**config.mk**
```make
export PLATFORM = sky130hd
export DESIGN_NAME = lacp_pdu_tlv_parser_unit
export DESIGN_NICKNAME = d
export VERILOG_FILES = /design/src/src/lptp_pkg.sv /design/src/src/lacp_pdu_tlv_parser_unit.sv
export SDC_FILE = /design/constraint.sdc
export NUM_CORES = 1
export LEC_CHECK = 0
export BUFFER_PORTS_ARGS = -buffer_cell sky130_fd_sc_hd__buf_2
export CORE_ASPECT_RATIO = 0.7
export CORE_UTILIZATION = 45
export CTS_CLUSTER_DIAMETER = 30
export DETAILED_ROUTE_END_ITERATION = 8
export HOLD_SLACK_MARGIN = 0.03
export PLACE_DENSITY_LB_ADDON = 0.12
export SETUP_SLACK_MARGIN = 0.05
export SLEW_MARGIN = 40
export SYNTH_ARGS = -nofsm -noshare
export SYNTH_HDL_FRONTEND = slang
export SYNTH_SLANG_ARGS = --single-unit
```
**constraint.sdc**
```tcl
create_clock -name clk -period 8.7 [get_ports clk]
set_input_delay 0.87 -clock clk [delete_from_list [all_inputs] [get_ports clk]]
set_output_delay 0.87 -clock clk [all_outputs]
set_load 0.05 [all_outputs]
```
**src/src/lptp_pkg.sv**
```systemverilog
// Package for the LACP PDU TLV parser: the result record type, the TLV walk cap
// and the protocol byte codes.
// It depends on nothing else; src/lacp_pdu_tlv_parser_unit.sv imports it.
`timescale 1ns / 1ps

package lptp_pkg;

    // The walk stops once this many TLVs have been walked.
    localparam int unsigned MAX_TLVS = 8;

    // Header byte codes.
    localparam logic [7:0] SUBTYPE_LACP = 8'h01;
    localparam logic [7:0] VERSION_LACP = 8'h01;

    // TLV type codes.
    localparam logic [7:0] TLV_TERMINATOR = 8'h00;
    localparam logic [7:0] TLV_ACTOR      = 8'h01;
    localparam logic [7:0] TLV_PARTNER    = 8'h02;

    // TLV length limits. The length counts the two-byte header.
    localparam logic [7:0] TLV_MIN_LENGTH  = 8'd2;
    localparam logic [7:0] INFO_MIN_LENGTH = 8'd20;

    // Value-byte offsets inside an info TLV.
    localparam logic [15:0] ACC0_BYTES   = 16'd8;
    localparam logic [15:0] ACC1_END     = 16'd14;
    localparam logic [15:0] STATE_OFFSET = 16'd14;

    // Held role of the TLV being walked.
    localparam logic [1:0] HELD_NONE    = 2'd0;
    localparam logic [1:0] HELD_ACTOR   = 2'd1;
    localparam logic [1:0] HELD_PARTNER = 2'd2;

    // Record kinds and roles as they appear on the result channel.
    localparam logic KIND_INFO    = 1'b0;
    localparam logic KIND_END     = 1'b1;
    localparam logic ROLE_ACTOR   = 1'b0;
    localparam logic ROLE_PARTNER = 1'b1;

    // One result record.
    typedef struct packed {
        logic        record_kind;
        logic        role;
        logic [15:0] system_priority;
        logic [47:0] system_mac;
        logic [15:0] aggregation_key;
        logic [15:0] port_prio;
        logic [15:0] port_number;
        logic [5:0]  state_flags;
    } record_t;

endpackage

```
**src/src/lacp_pdu_tlv_parser_unit.sv**
```systemverilog
// Top level of the LACP PDU TLV parser: input register, parse state, result queue.
// It depends on src/lptp_pkg.sv for the record type and the protocol codes.
`timescale 1ns / 1ps

// The parser takes a Slow Protocols payload one byte per transaction, with the
// frame length sampled on the byte that has first_of_frame set. It checks the
// subtype and version bytes, then walks the TLVs and gives one info record for
// each Actor or Partner TLV of length 20 or more, as its state byte arrives, and
// one end record on the last byte of a frame whose header was valid (unless an
// info record is given on that same byte). Each byte is captured in an input
// register and processed against the parse state once the output queue has
// room, and the result enters a two-entry output queue. A new byte is
// accepted in every cycle as long as the queue has room, so one result may wait
// on the output while parsing continues.
module lacp_pdu_tlv_parser_unit
(
    input  logic        clk,
    input  logic        rst_n,

    input  logic        in_valid,
    output logic        in_stall,
    input  logic [7:0]  data_byte,
    input  logic        first_of_frame,
    input  logic [15:0] frame_length,

    output logic        out_valid,
    input  logic        out_stall,
    output logic        record_kind,
    output logic        role,
    output logic [15:0] system_priority,
    output logic [47:0] system_mac,
    output logic [15:0] aggregation_key,
    output logic [15:0] port_prio,
    output logic [15:0] port_number,
    output logic [5:0]  state_flags
);

    import lptp_pkg::*;

    typedef enum logic [2:0] {
        PH_IDLE,
        PH_VERSION,
        PH_TYPE,
        PH_LEN,
        PH_BODY,
        PH_STOPPED,
        PH_INVALID
    } phase_t;

    // Input register.
    logic        in_valid_reg;
    logic [7:0]  in_byte_reg;
    logic        in_first_reg;
    logic [15:0] in_length_reg;

    // Parse state.
    phase_t      phase_reg, phase_next;
    logic [15:0] byte_position_reg, byte_position_next;
    logic [15:0] length_of_frame_reg, length_of_frame_next;
    logic [15:0] tlv_start_reg, tlv_start_next;
    logic [7:0]  tlv_length_reg, tlv_length_next;
    logic [1:0]  tlv_role_reg, tlv_role_next;
    logic [3:0]  tlvs_counted_reg, tlvs_counted_next;
    logic [63:0] acc0_reg, acc0_next;
    logic [47:0] acc1_reg, acc1_next;

    // Output queue.
    record_t     fifo_reg [0:1];
    logic        wr_ptr_reg;
    logic        rd_ptr_reg;
    logic [1:0]  count_reg;

    logic        in_accept;
    logic        proc_go;
    logic        push;
    logic        pop;
    logic        info_hit;
    record_t     rec;

    // Handshakes: a byte is processed whenever the queue has room.
    assign proc_go   = in_valid_reg && (count_reg != 2'd2);
    assign in_stall  = in_valid_reg && !proc_go;
    assign in_accept = in_valid && !in_stall;
    assign out_valid = (count_reg != 2'd0);
    assign pop       = out_valid && !out_stall;

    // Result channel payload comes from the head of the queue.
    assign record_kind     = fifo_reg[rd_ptr_reg].record_kind;
    assign role            = fifo_reg[rd_ptr_reg].role;
    assign system_priority = fifo_reg[rd_ptr_reg].system_priority;
    assign system_mac      = fifo_reg[rd_ptr_reg].system_mac;
    assign aggregation_key = fifo_reg[rd_ptr_reg].aggregation_key;
    assign port_prio       = fifo_reg[rd_ptr_reg].port_prio;
    assign port_number     = fifo_reg[rd_ptr_reg].port_number;
    assign state_flags     = fifo_reg[rd_ptr_reg].state_flags;

    // Per-byte parse step on the registered byte.
    always_comb
    begin
        logic        open;
        logic [15:0] pos;
        logic [15:0] v;
        logic [16:0] pos_inc;
        logic [16:0] tlv_end;

        phase_next           = phase_reg;
        byte_position_next   = byte_position_reg;
        length_of_frame_next = length_of_frame_reg;
        tlv_start_next       = tlv_start_reg;
        tlv_length_next      = tlv_length_reg;
        tlv_role_next        = tlv_role_reg;
        tlvs_counted_next    = tlvs_counted_reg;
        acc0_next            = acc0_reg;
        acc1_next            = acc1_reg;
        push                 = 1'b0;
        info_hit             = 1'b0;
        rec                  = '0;
        open                 = 1'b0;
        pos                  = byte_position_reg;
        v                    = pos - tlv_start_reg - 16'd2;
        pos_inc              = {1'b0, pos} + 17'd1;
        tlv_end              = {1'b0, tlv_start_reg} + {9'd0, tlv_length_reg};

        if (proc_go)
        begin
            if (in_first_reg)
            begin
                // A first byte drops any frame in progress and clears the state.
                phase_next           = PH_IDLE;
                byte_position_next   = '0;
                length_of_frame_next = '0;
                tlv_start_next       = '0;
                tlv_length_next      = '0;
                tlv_role_next        = HELD_NONE;
                tlvs_counted_next    = '0;
                acc0_next            = '0;
                acc1_next            = '0;
                if (in_length_reg != 16'd0)
                begin
                    open                 = 1'b1;
                    pos                  = '0;
                    length_of_frame_next = in_length_reg;
                    if (in_length_reg < 16'd2 || in_byte_reg != SUBTYPE_LACP)
                        phase_next = PH_INVALID;
                    else
                        phase_next = PH_VERSION;
                end
            end
            else if (phase_reg != PH_IDLE)
            begin
                open = 1'b1;
                unique case (phase_reg)
                    PH_VERSION:
                    begin
                        phase_next = (in_byte_reg == VERSION_LACP) ? PH_TYPE : PH_INVALID;
                    end
                    PH_TYPE:
                    begin
                        if (({1'b0, pos} + 17'd2 > {1'b0, length_of_frame_reg}) ||
                            (32'(tlvs_counted_reg) >= MAX_TLVS) ||
                            (in_byte_reg == TLV_TERMINATOR))
                        begin
                            phase_next = PH_STOPPED;
                        end
                        else
                        begin
                            tlv_start_next = pos;
                            if (in_byte_reg == TLV_ACTOR)
                                tlv_role_next = HELD_ACTOR;
                            else if (in_byte_reg == TLV_PARTNER)
                                tlv_role_next = HELD_PARTNER;
                            else
                                tlv_role_next = HELD_NONE;
                            phase_next = PH_LEN;
                        end
                    end
                    PH_LEN:
                    begin
                        if ((in_byte_reg < TLV_MIN_LENGTH) ||
                            ({1'b0, tlv_start_reg} + {9'd0, in_byte_reg} >
                             {1'b0, length_of_frame_reg}))
                        begin
                            phase_next = PH_STOPPED;
                        end
                        else
                        begin
                            tlv_length_next = in_byte_reg;
                            if (in_byte_reg < INFO_MIN_LENGTH)
                                tlv_role_next = HELD_NONE;
                            acc0_next = '0;
                            acc1_next = '0;
                            if (in_byte_reg == TLV_MIN_LENGTH)
                            begin
                                tlvs_counted_next = tlvs_counted_reg + 4'd1;
                                phase_next        = PH_TYPE;
                            end
                            else
                            begin
                                phase_next = PH_BODY;
                            end
                        end
                    end
                    PH_BODY:
                    begin
                        // Shift value bytes into the two field accumulators.
                        if (v < ACC0_BYTES)
                        begin
                            acc0_next = {acc0_reg[55:0], in_byte_reg};
                        end
                        else if (v < ACC1_END)
                        begin
                            acc1_next = {acc1_reg[39:0], in_byte_reg};
                        end
                        else if (v == STATE_OFFSET && tlv_role_reg != HELD_NONE)
                        begin
                            info_hit            = 1'b1;
                            rec.record_kind     = KIND_INFO;
                            rec.role            = (tlv_role_reg == HELD_PARTNER) ?
                                                  ROLE_PARTNER : ROLE_ACTOR;
                            rec.system_priority = acc0_reg[63:48];
                            rec.system_mac      = acc0_reg[47:0];
                            rec.aggregation_key = acc1_reg[47:32];
                            rec.port_prio       = acc1_reg[31:16];
                            rec.port_number     = acc1_reg[15:0];
                            rec.state_flags     = in_byte_reg[5:0];
                        end
                        if (pos_inc >= tlv_end)
                        begin
                            tlvs_counted_next = tlvs_counted_reg + 4'd1;
                            phase_next        = PH_TYPE;
                        end
                    end
                    default:
                    begin
                    end
                endcase
            end

            // Frame end: an end record follows a valid header unless an info
            // record already goes out on this byte.
            if (open)
            begin
                pos_inc = {1'b0, pos} + 17'd1;
                if (pos_inc >= {1'b0, length_of_frame_next})
                begin
                    if (phase_next != PH_INVALID && !info_hit)
                    begin
                        rec             = '0;
                        rec.record_kind = KIND_END;
                    end
                    push       = (phase_next != PH_INVALID) || info_hit;
                    phase_next = PH_IDLE;
                end
                else
                begin
                    push = info_hit;
                end
                byte_position_next = pos_inc[15:0];
            end
        end
    end

    // Input register, parse state and the output queue with its entries.
    always_ff @(posedge clk or negedge rst_n)
    begin
        if (!rst_n)
        begin
            in_valid_reg        <= 1'b0;
            in_byte_reg         <= '0;
            in_first_reg        <= 1'b0;
            in_length_reg       <= '0;
            phase_reg           <= PH_IDLE;
            byte_position_reg   <= '0;
            length_of_frame_reg <= '0;
            tlv_start_reg       <= '0;
            tlv_length_reg      <= '0;
            tlv_role_reg        <= HELD_NONE;
            tlvs_counted_reg    <= '0;
            acc0_reg            <= '0;
            acc1_reg            <= '0;
            fifo_reg[0]         <= '0;
            fifo_reg[1]         <= '0;
            wr_ptr_reg          <= 1'b0;
            rd_ptr_reg          <= 1'b0;
            count_reg           <= '0;
        end
        else
        begin
            if (in_accept)
            begin
                in_valid_reg  <= 1'b1;
                in_byte_reg   <= data_byte;
                in_first_reg  <= first_of_frame;
                in_length_reg <= frame_length;
            end
            else if (proc_go)
            begin
                in_valid_reg <= 1'b0;
            end
            phase_reg           <= phase_next;
            byte_position_reg   <= byte_position_next;
            length_of_frame_reg <= length_of_frame_next;
            tlv_start_reg       <= tlv_start_next;
            tlv_length_reg      <= tlv_length_next;
            tlv_role_reg        <= tlv_role_next;
            tlvs_counted_reg    <= tlvs_counted_next;
            acc0_reg            <= acc0_next;
            acc1_reg            <= acc1_next;
            if (push)
            begin
                fifo_reg[wr_ptr_reg] <= rec;
                wr_ptr_reg           <= !wr_ptr_reg;
            end
            if (pop)
                rd_ptr_reg <= !rd_ptr_reg;
            count_reg <= count_reg + {1'b0, push} - {1'b0, pop};
        end
    end

    // The queue never overflows.
    assert property (@(posedge clk) disable iff (!rst_n) count_reg <= 2'd2)
        else $error("output queue count out of range");

    // A result is only pushed while a byte is being processed.
    assert property (@(posedge clk) disable iff (!rst_n) push |-> proc_go)
        else $error("result pushed without a byte in process");

    // An info record only comes from an Actor or Partner TLV.
    assert property (@(posedge clk) disable iff (!rst_n)
        info_hit |-> (tlv_role_reg == HELD_ACTOR || tlv_role_reg == HELD_PARTNER))
        else $error("info record from a TLV with no role");

    // While a frame is open, the byte position stays inside the frame.
    assert property (@(posedge clk) disable iff (!rst_n)
        (phase_reg != PH_IDLE) |-> (byte_position_reg < length_of_frame_reg))
        else $error("byte position beyond frame length");

    // The walked TLV count never exceeds the cap.
    assert property (@(posedge clk) disable iff (!rst_n)
        32'(tlvs_counted_reg) <= MAX_TLVS)
        else $error("TLV count beyond cap");

endmodule

```
==> metrics.txt, run 1 <==
# TYPE chip_impl_metric gauge
chip_impl_metric{name="synth_nets",unit=""} 2064
chip_impl_metric{name="regToRegSetupSlack",unit="ns"} 2.32
chip_impl_info{name="timing_worst_setup_path_type",value="register to register"} 1
chip_impl_metric{name="post_layout_min_period",unit="ns"} 6.377
chip_impl_metric{name="clk_transition_reported_paths",unit="ns"} 0.05
chip_impl_metric{name="grt_first_pass_wirelength",unit="µm"} 98750
chip_impl_metric{name="core_region_area",unit="µm²"} 48450
chip_impl_metric{name="antenna_found_initial",unit=""} 1
chip_impl_metric{name="timing.slew.headroom",unit=""} 0.4583
chip_impl_metric{name="cap_viol_max_count",unit=""} 0
chip_impl_metric{name="cp_max_fo",unit=""} 80
chip_impl_metric{name="fill_cells",unit=""} 4105
chip_impl_metric{name="worstPathRequired",unit="ns"} 9.24
chip_impl_info{name="primary_ff_master_synth",value="sky130_fd_sc_hd__dfrtp_1"} 1
chip_impl_metric{name="async_reset_ff_frac",unit=""} 1.000
chip_impl_metric{name="gp_congestion",unit=""} 0.9164
chip_impl_metric{name="detail-route-antenna-nets",unit=""} 0
chip_impl_metric{name="area_used_by_multi_input_combinational_logic",unit="µm²"} 10290
chip_impl_info{name="crit_path_capture_type",value="register"} 1
chip_impl_info{name="tritoncts_clock_tree",value="done"} 1
chip_impl_metric{name="cts.sinks",unit=""} 447
chip_impl_metric{name="pin_count",unit=""} 151
chip_impl_metric{name="layout-drive-gt1-share",unit=""} 0.2467
chip_impl_metric{name="fp-row-count",unit=""} 67
chip_impl_metric{name="antenna_cells",unit=""} 0
chip_impl_metric{name="warnings_synthesis",unit=""} 0
chip_impl_metric{name="cts_hold_repair.buffers",unit=""} 0
chip_impl_info{name="globalRoute.busiestLayer",value="met1"} 1
chip_impl_metric{name="grt_use_met2",unit=""} 0.3346
chip_impl_metric{name="worst_case_vdd_ir_drop",unit="mV"} 0.1728
chip_impl_metric{name="edff_count_synth",unit=""} 0
chip_impl_metric{name="hpwlAfterDp",unit="µm"} 40780
chip_impl_metric{name="grt_use_met1",unit=""} 0.4043
chip_impl_metric{name="p_per_area",unit="nW/µm²"} 294.0
chip_impl_metric{name="worst_r2r_path_depth",unit=""} 22
chip_impl_metric{name="timing.clock.skew",unit="ns"} 0.02787
chip_impl_metric{name="drt_pass1_iterations",unit=""} 5
chip_impl_metric{name="largest_net_degree_at_the_start_of_global_routing",unit=""} 120
chip_impl_metric{name="worst-endpoint-arrival",unit="ns"} 6.92
chip_impl_metric{name="cts-resized-gates",unit=""} 0
chip_impl_metric{name="finalSetupViolCount",unit=""} 0
chip_impl_metric{name="initial_core_util",unit=""} 0.4622
chip_impl_info{name="worst_r2r_startpoint",value="in_byte_reg[0]"} 1
chip_impl_metric{name="p_leak",unit="nW"} 13.42
chip_impl_metric{name="layoutNonFillerInstCount",unit=""} 2787
chip_impl_metric{name="overflow",unit=""} 0
chip_impl_metric{name="worst_slew_pin_slew",unit="ns"} 0.8095
chip_impl_metric{name="cts-htree-levels",unit=""} 3
chip_impl_info{name="reg_to_reg_critical_path_endpoint",value="fifo_reg[64]"} 1
chip_impl_info{name="cts-root-buf",value="sky130_fd_sc_hd__clkbuf_16"} 1
chip_impl_metric{name="ff_latch_area",unit="µm²"} 11190
chip_impl_metric{name="routed_wirelength",unit="µm"} 62920
chip_impl_metric{name="postSynthRegisterBits",unit=""} 447
chip_impl_metric{name="die_w",unit="µm"} 268.6
chip_impl_metric{name="final-max-slew-violation-count",unit=""} 0
chip_impl_metric{name="largest_reg_flops",unit=""} 240
chip_impl_info{name="crit_path_start_kind",value="register"} 1
chip_impl_metric{name="cts_buffer_depth",unit=""} 3
chip_impl_info{name="setup_repair_after_global_routing_missed_its_margin",value="no"} 1
chip_impl_info{name="status",value="complete, no violations"} 1
chip_impl_metric{name="portBuffers",unit=""} 150
chip_impl_metric{name="share_of_the_cycle_needed_by_the_critical_path_after_routing",unit=""} 0.7330
chip_impl_metric{name="synth_cell_type_count",unit=""} 75
chip_impl_metric{name="floorplan_die_height",unit="µm"} 188.7
chip_impl_metric{name="post_synth_inst_count",unit=""} 1915
chip_impl_metric{name="dieArea",unit="µm²"} 50680
chip_impl_metric{name="first_global_vias",unit=""} 16130
chip_impl_metric{name="grt.total_usage",unit=""} 0.2529
chip_impl_metric{name="insertion_delay",unit="ns"} 0.63
chip_impl_metric{name="synth_seq_area_share",unit=""} 0.4994
chip_impl_metric{name="cts_buffers",unit=""} 90
chip_impl_metric{name="final.setup.tns",unit="ns"} 0
chip_impl_metric{name="post_synth.cell_area_avg",unit="µm²"} 11.70
chip_impl_metric{name="post_drt_via_cell_ratio",unit=""} 5.866
chip_impl_metric{name="layout.nets",unit=""} 2206
chip_impl_metric{name="wl_per_cell",unit="µm"} 22.58
chip_impl_metric{name="post_synth_instance_area",unit="µm²"} 22400
chip_impl_metric{name="drc",unit=""} 0
chip_impl_metric{name="dr.first_iter.drc_count",unit=""} 1412
chip_impl_info{name="timing.hold.worst.class",value="input pin to async pin"} 1
chip_impl_metric{name="dr_total_vias",unit=""} 16350
chip_impl_metric{name="met3_usage",unit=""} 0.06926
chip_impl_metric{name="report.final.hold_viol_count",unit=""} 0
chip_impl_metric{name="synthToLayoutAreaGrowth",unit="%"} 20.76
chip_impl_metric{name="dp.cells",unit=""} 2619
chip_impl_metric{name="cts_post_setup_buffers_inserted",unit=""} 0
chip_impl_metric{name="maxClockFrequency",unit="MHz"} 156.8
## kinds of logic after synthesis
kind of cell             Yosys count  synth area share
AO/OA/AOI/OAI                    571            0.2009
flip-flops                       447            0.4994
AND/OR/NAND/NOR                  306           0.06687
buffers and inverters            211           0.04374
multiplexers                     182           0.09050
adder cells (fa/ha/maj)          120           0.06804
XOR/XNOR                          78           0.03050
## worst max path at each step
stage,end,startpoint,cells past startpoint
floorplan,count_reg[1],in_byte_reg[1],24
global placement,fifo_reg[96],in_byte_reg[0],22
detailed placement,fifo_reg[76],in_byte_reg[0],22
CTS,fifo_reg[73],in_byte_reg[0],22
global route,fifo_reg[95],in_byte_reg[0],22
finish,fifo_reg[64],in_byte_reg[0],22
## area by class of cell
type | count | area share
inverters | 87 | 0.01207
repair buffers | 174 | 0.03881
well taps | 655 | 0.03030
multi-input cells | 1257 | 0.3806
clock inverters | 68 | 0.03775
flip-flops and latches | 447 | 0.4138
clock buffers | 99 | 0.08674
## power breakdown
group          switching [W]  total (W)  internal, W
Combinational        0.00109    0.00173     0.000637
Clock                0.00123    0.00380      0.00257
Sequential          0.000223    0.00242      0.00220
Total                0.00255    0.00795      0.00540
## through the flow
stage | utilization | area, µm² | hold WS, ns | total power (W) | worst slack, ns
global placement | 0.4860 | 23550 | 0.4697 | 0.004115 | 2.375
finish | 0.5582 | 27050 | 0.1105 | 0.007952 | 2.323
detailed placement | 0.4879 | 23640 | 0.4641 | 0.004149 | 2.486
CTS | 0.5574 | 27010 | 0.3063 | 0.007977 | 2.428
floorplan | - | 22400 | 0.4428 | 0.003564 | 3.577
global route | 0.5582 | 27050 | 0.1035 | 0.008303 | 1.944
## cells in the final DEF (no fill, tap or decap), drive strengths merged, types with 10 or more instances in the layout
cell type,netlist,final
dfrtp,447,447
a22o,357,357
buf,69,174
mux2,164,164
ha,117,117
inv,86,101
clkbuf,55,99
nand2,93,93
nor2,79,79
xnor2,60,60
a21oi,60,60
o21ai,58,58
clkinv,1,28
nand3,27,27
a21o,22,22
nand4,22,22
bufinv,0,20
mux2i,18,18
xor2,18,18
nor3,17,17
nand2b,13,13
nor4,12,12
nor2b,11,11
and3,10,10
## synth_stat cells, drive strengths merged (55+ instances only)
cell type	instances	area [µm²]
xnor2	60	525.5
nor2	79	296.5
a22o	357	3127
a21oi	60	300.3
buf	69	445.4
inv	86	322.8
clkbuf	55	207.7
mux2	164	1847
nand2	93	349.1
ha	117	1464
o21ai	58	290.3
dfrtp	447	11190
## layer usage
metal	vias up	routed length, µm
li1	7463	-
met1	8335	31970
met2	490	25660
met3	61	4556
met4	0	733
met5	-	0
## worst max-delay path, cell delays in order (launching register included)
cell,delay (ns)
sky130_fd_sc_hd__dfrtp_1,0.65
sky130_fd_sc_hd__ha_1,0.26
sky130_fd_sc_hd__inv_1,0.06
sky130_fd_sc_hd__fa_1,0.39
sky130_fd_sc_hd__nand2b_1,0.19
sky130_fd_sc_hd__a211oi_1,0.39
sky130_fd_sc_hd__o2111ai_1,0.19
sky130_fd_sc_hd__nand2_1,0.18
sky130_fd_sc_hd__nand2_1,0.10
sky130_fd_sc_hd__nor2_1,0.13
sky130_fd_sc_hd__xor2_1,0.23
sky130_fd_sc_hd__ha_1,0.30
sky130_fd_sc_hd__and4_1,0.19
sky130_fd_sc_hd__nand2_1,0.06
sky130_fd_sc_hd__nor3_1,0.04
sky130_fd_sc_hd__or4_4,0.56
sky130_fd_sc_hd__a31oi_1,0.25
sky130_fd_sc_hd__or4_1,0.21
sky130_fd_sc_hd__a41oi_2,0.21
sky130_fd_sc_hd__o211ai_1,0.23
sky130_fd_sc_hd__buf_4,0.48
sky130_fd_sc_hd__buf_6,0.62
sky130_fd_sc_hd__a22o_1,0.25
Power figures use the tool's default switching activity.
==> run 2: changes to the inputs <==
==> constraint.sdc (replaced) <==
create_clock -name clk -period 5.8 [get_ports clk]
set_input_delay 0.58 -clock clk [delete_from_list [all_inputs] [get_ports clk]]
set_output_delay 0.58 -clock clk [all_outputs]
set_load 0.05 [all_outputs]
==> metrics.txt, run 2 (synthesis gave the netlist of run 1 again) <==
# TYPE chip_impl_metric gauge
chip_impl_metric{name="timing.clock.skew",unit="ns"} 0.03085
chip_impl_metric{name="fp-row-count",unit=""} 67
chip_impl_metric{name="worstPathRequired",unit="ns"} 6.27
chip_impl_info{name="worst_r2r_startpoint",value="tlv_start_reg[0]"} 1
chip_impl_metric{name="worst-path-buf-inv",unit=""} 5
chip_impl_metric{name="report.final.hold_viol_count",unit=""} 0
chip_impl_metric{name="worst_slew_pin_slew",unit="ns"} 0.7890
chip_impl_metric{name="maxClockFrequency",unit="MHz"} 181.9
chip_impl_metric{name="antenna_found_initial",unit=""} 2
chip_impl_info{name="crit_path_start_kind",value="register"} 1
chip_impl_metric{name="grt_first_pass_wirelength",unit="µm"} 99850
chip_impl_metric{name="regToRegSetupSlack",unit="ns"} 0.30
chip_impl_metric{name="p_clk_frac",unit=""} 0.443
chip_impl_metric{name="drc",unit=""} 0
chip_impl_metric{name="pin_count",unit=""} 151
chip_impl_metric{name="portBuffers",unit=""} 150
chip_impl_metric{name="design_power_total",unit="W"} 0.01133
chip_impl_metric{name="initial_core_util",unit=""} 0.4622
chip_impl_metric{name="drt_pass1_iterations",unit=""} 5
chip_impl_metric{name="power.share.sequential",unit=""} 0.315
chip_impl_metric{name="detail-route-antenna-nets",unit=""} 0
chip_impl_metric{name="p_leak",unit="nW"} 13.48
chip_impl_info{name="timing_worst_setup_path_type",value="register to register"} 1
chip_impl_metric{name="p_int",unit="W"} 0.007654
chip_impl_metric{name="gp_congestion",unit=""} 0.9376
chip_impl_metric{name="cp_num_cells",unit=""} 24
chip_impl_info{name="tritoncts_clock_tree",value="done"} 1
chip_impl_metric{name="cp_max_fo",unit=""} 30
chip_impl_metric{name="routed_wirelength",unit="µm"} 64110
chip_impl_metric{name="cts_buffer_depth",unit=""} 3
chip_impl_metric{name="post_layout_min_period",unit="ns"} 5.496
chip_impl_metric{name="dieArea",unit="µm²"} 50680
chip_impl_metric{name="dr.first_iter.drc_count",unit=""} 1373
chip_impl_info{name="crit_path_start",value="tlv_start_reg[0]"} 1
chip_impl_info{name="timing.hold.worst.class",value="input pin to register"} 1
chip_impl_metric{name="worstHoldPathCells",unit=""} 2
chip_impl_metric{name="ff_latch_area",unit="µm²"} 11190
chip_impl_metric{name="core_region_area",unit="µm²"} 48450
chip_impl_metric{name="die_w",unit="µm"} 268.6
chip_impl_metric{name="worst_r2r_path_depth",unit=""} 24
chip_impl_metric{name="cts-htree-levels",unit=""} 3
chip_impl_metric{name="worst-endpoint-arrival",unit="ns"} 5.97
chip_impl_info{name="crit_end",value="fifo_reg[63]"} 1
chip_impl_metric{name="layout-drive-gt1-share",unit=""} 0.2568
chip_impl_metric{name="largest_reg_flops",unit=""} 240
chip_impl_metric{name="fill_cells",unit=""} 4138
chip_impl_info{name="cp_slowest_cell",value="sky130_fd_sc_hd__or4_1"} 1
chip_impl_info{name="status",value="complete, no violations"} 1
chip_impl_metric{name="overflow",unit=""} 0
chip_impl_info{name="reg_to_reg_critical_path_endpoint",value="fifo_reg[63]"} 1
chip_impl_metric{name="worst_case_vdd_ir_drop",unit="mV"} 0.2461
chip_impl_metric{name="final-max-slew-violation-count",unit=""} 0
chip_impl_info{name="setup_repair_after_global_routing_missed_its_margin",value="no"} 1
chip_impl_metric{name="cts_buffers",unit=""} 81
chip_impl_metric{name="finalSetupViolCount",unit=""} 0
chip_impl_metric{name="floorplan_die_height",unit="µm"} 188.7
chip_impl_metric{name="wl_per_cell",unit="µm"} 22.77
chip_impl_metric{name="timing.slew.headroom",unit=""} 0.4740
chip_impl_metric{name="combinationalPowerShare",unit=""} 0.242
chip_impl_metric{name="p_switching",unit="W"} 0.003676
chip_impl_info{name="cpLargestDelayFamily",value="compound AO/OA/AOI/OAI gates"} 1
chip_impl_metric{name="synthToLayoutAreaGrowth",unit="%"} 21.10
chip_impl_metric{name="share_of_the_cycle_needed_by_the_critical_path_after_routing",unit=""} 0.9477
chip_impl_metric{name="post_drt_via_cell_ratio",unit=""} 5.916
chip_impl_metric{name="dr_total_vias",unit=""} 16660
chip_impl_metric{name="critPathMaxStageDelay",unit="ns"} 0.58
chip_impl_metric{name="largest_net_degree_at_the_start_of_global_routing",unit=""} 160
chip_impl_info{name="layout_commonest_cell",value="sky130_fd_sc_hd__dfrtp_1"} 1
chip_impl_metric{name="p_per_area",unit="nW/µm²"} 417.7
chip_impl_metric{name="hpwlAfterDp",unit="µm"} 42000
chip_impl_metric{name="cts.sinks",unit=""} 447
chip_impl_metric{name="first_global_vias",unit=""} 16490
chip_impl_metric{name="antenna_cells",unit=""} 0
chip_impl_info{name="cts-root-buf",value="sky130_fd_sc_hd__clkbuf_16"} 1
chip_impl_info{name="crit_path_capture_type",value="register"} 1
chip_impl_metric{name="power.switching_fraction",unit=""} 0.3245
chip_impl_metric{name="cap_viol_max_count",unit=""} 0
chip_impl_metric{name="layout.nets",unit=""} 2243
chip_impl_metric{name="clk_transition_reported_paths",unit="ns"} 0.04
chip_impl_info{name="path_cells",value="ha_1, fa_1, a21oi_1, nor2_1, nor2_1, o21bai_1, a21oi_1, o21bai_1, a21oi_2, buf_4, nor3_1, xnor2_1, ha_1, nand4_1, a211oi_1, buf_4, nor2_1, or4_1, a41oi_2, buf_4, o211ai_1, buf_4, clkbuf_16, a22o_1"} 1
chip_impl_info{name="layout_common_cells",value="sky130_fd_sc_hd__dfrtp_1, sky130_fd_sc_hd__a22o_1, sky130_fd_sc_hd__mux2_2, sky130_fd_sc_hd__buf_2, sky130_fd_sc_hd__ha_1"} 1
chip_impl_info{name="critPathMostFrequentCell",value="sky130_fd_sc_hd__buf_4"} 1
chip_impl_metric{name="insertion_delay",unit="ns"} 0.61
chip_impl_metric{name="final.setup.tns",unit="ns"} 0
chip_impl_metric{name="area_used_by_multi_input_combinational_logic",unit="µm²"} 10320
chip_impl_metric{name="grt.total_usage",unit=""} 0.2554
## run 2: cell count changes in the layout (fill, tap and decap cells not counted), sizes merged
cell         change
clkbuf           +5
inv              -4
clkinv           -7
buf             +44
clkinvlp         -2
bufinv           -8
dlygate4sd3      +1
## run 2: worst min path at each step
stage                       startpoint      endpoint
after floorplan                  rst_n   acc0_reg[0]
after global placement    fifo_reg[63]  fifo_reg[63]
after detailed placement   fifo_reg[9]   fifo_reg[9]
after CTS                     in_valid  in_valid_reg
after global routing          in_valid  in_valid_reg
final                         in_valid  in_valid_reg
## run 2: per-stage QoR
stage | hold slack, ns | utilization | std cells | worst slack (ns) | instance area [µm²]
6_report | 0.1760 | 0.5598 | 2816 | 0.3036 | 27120
2_1_floorplan | 0.2844 | - | 1915 | 0.6775 | 22400
3_5_place_dp | 0.4866 | 0.4958 | 2659 | 0.1458 | 24020
4_1_cts | 0.1430 | 0.5567 | 2810 | 0.1199 | 26970
5_1_grt | 0.1632 | 0.5598 | 2816 | 0.005834 | 27120
3_3_place_gp | 0.4823 | 0.4953 | 2658 | 0.1887 | 24000
## run 2: layout make-up
class / instances / area share
clock buffers: 103 / 0.08299
clock inverters: 47 / 0.02542
inverters: 87 / 0.01204
multi-input cells: 1257 / 0.3804
flip-flops and latches: 447 / 0.4126
well taps: 655 / 0.03022
repair buffers: 220 / 0.05637
## run 2: power by group through the flow
| stage | clock (W) | combinational [W] | sequential [W] |
|---|---|---|---|
| 6_report | 0.00502 | 0.00274 | 0.00357 |
| 5_1_grt | 0.00525 | 0.00301 | 0.00359 |
| 4_1_cts | 0.00509 | 0.00269 | 0.00357 |
| 3_5_place_dp | 0 | 0.00268 | 0.00361 |
| 3_3_place_gp | 0 | 0.00256 | 0.00366 |
| 2_1_floorplan | 0 | 0.00188 | 0.00346 |
## run 2: layer usage
layer  wire, µm  track usage
met5         14            0
met4       1179      0.06840
met3       4851      0.06456
met1      32410       0.4106
met2      25660       0.3311
## run 2: repair_timing
action                                  in CTS  in global routing
setup buffers                                0                  2
hold buffers                                 1                  0
gates resized for setup                      0                 13
endpoints found under the setup margin       0                267
endpoints found under the hold margin       72                  0
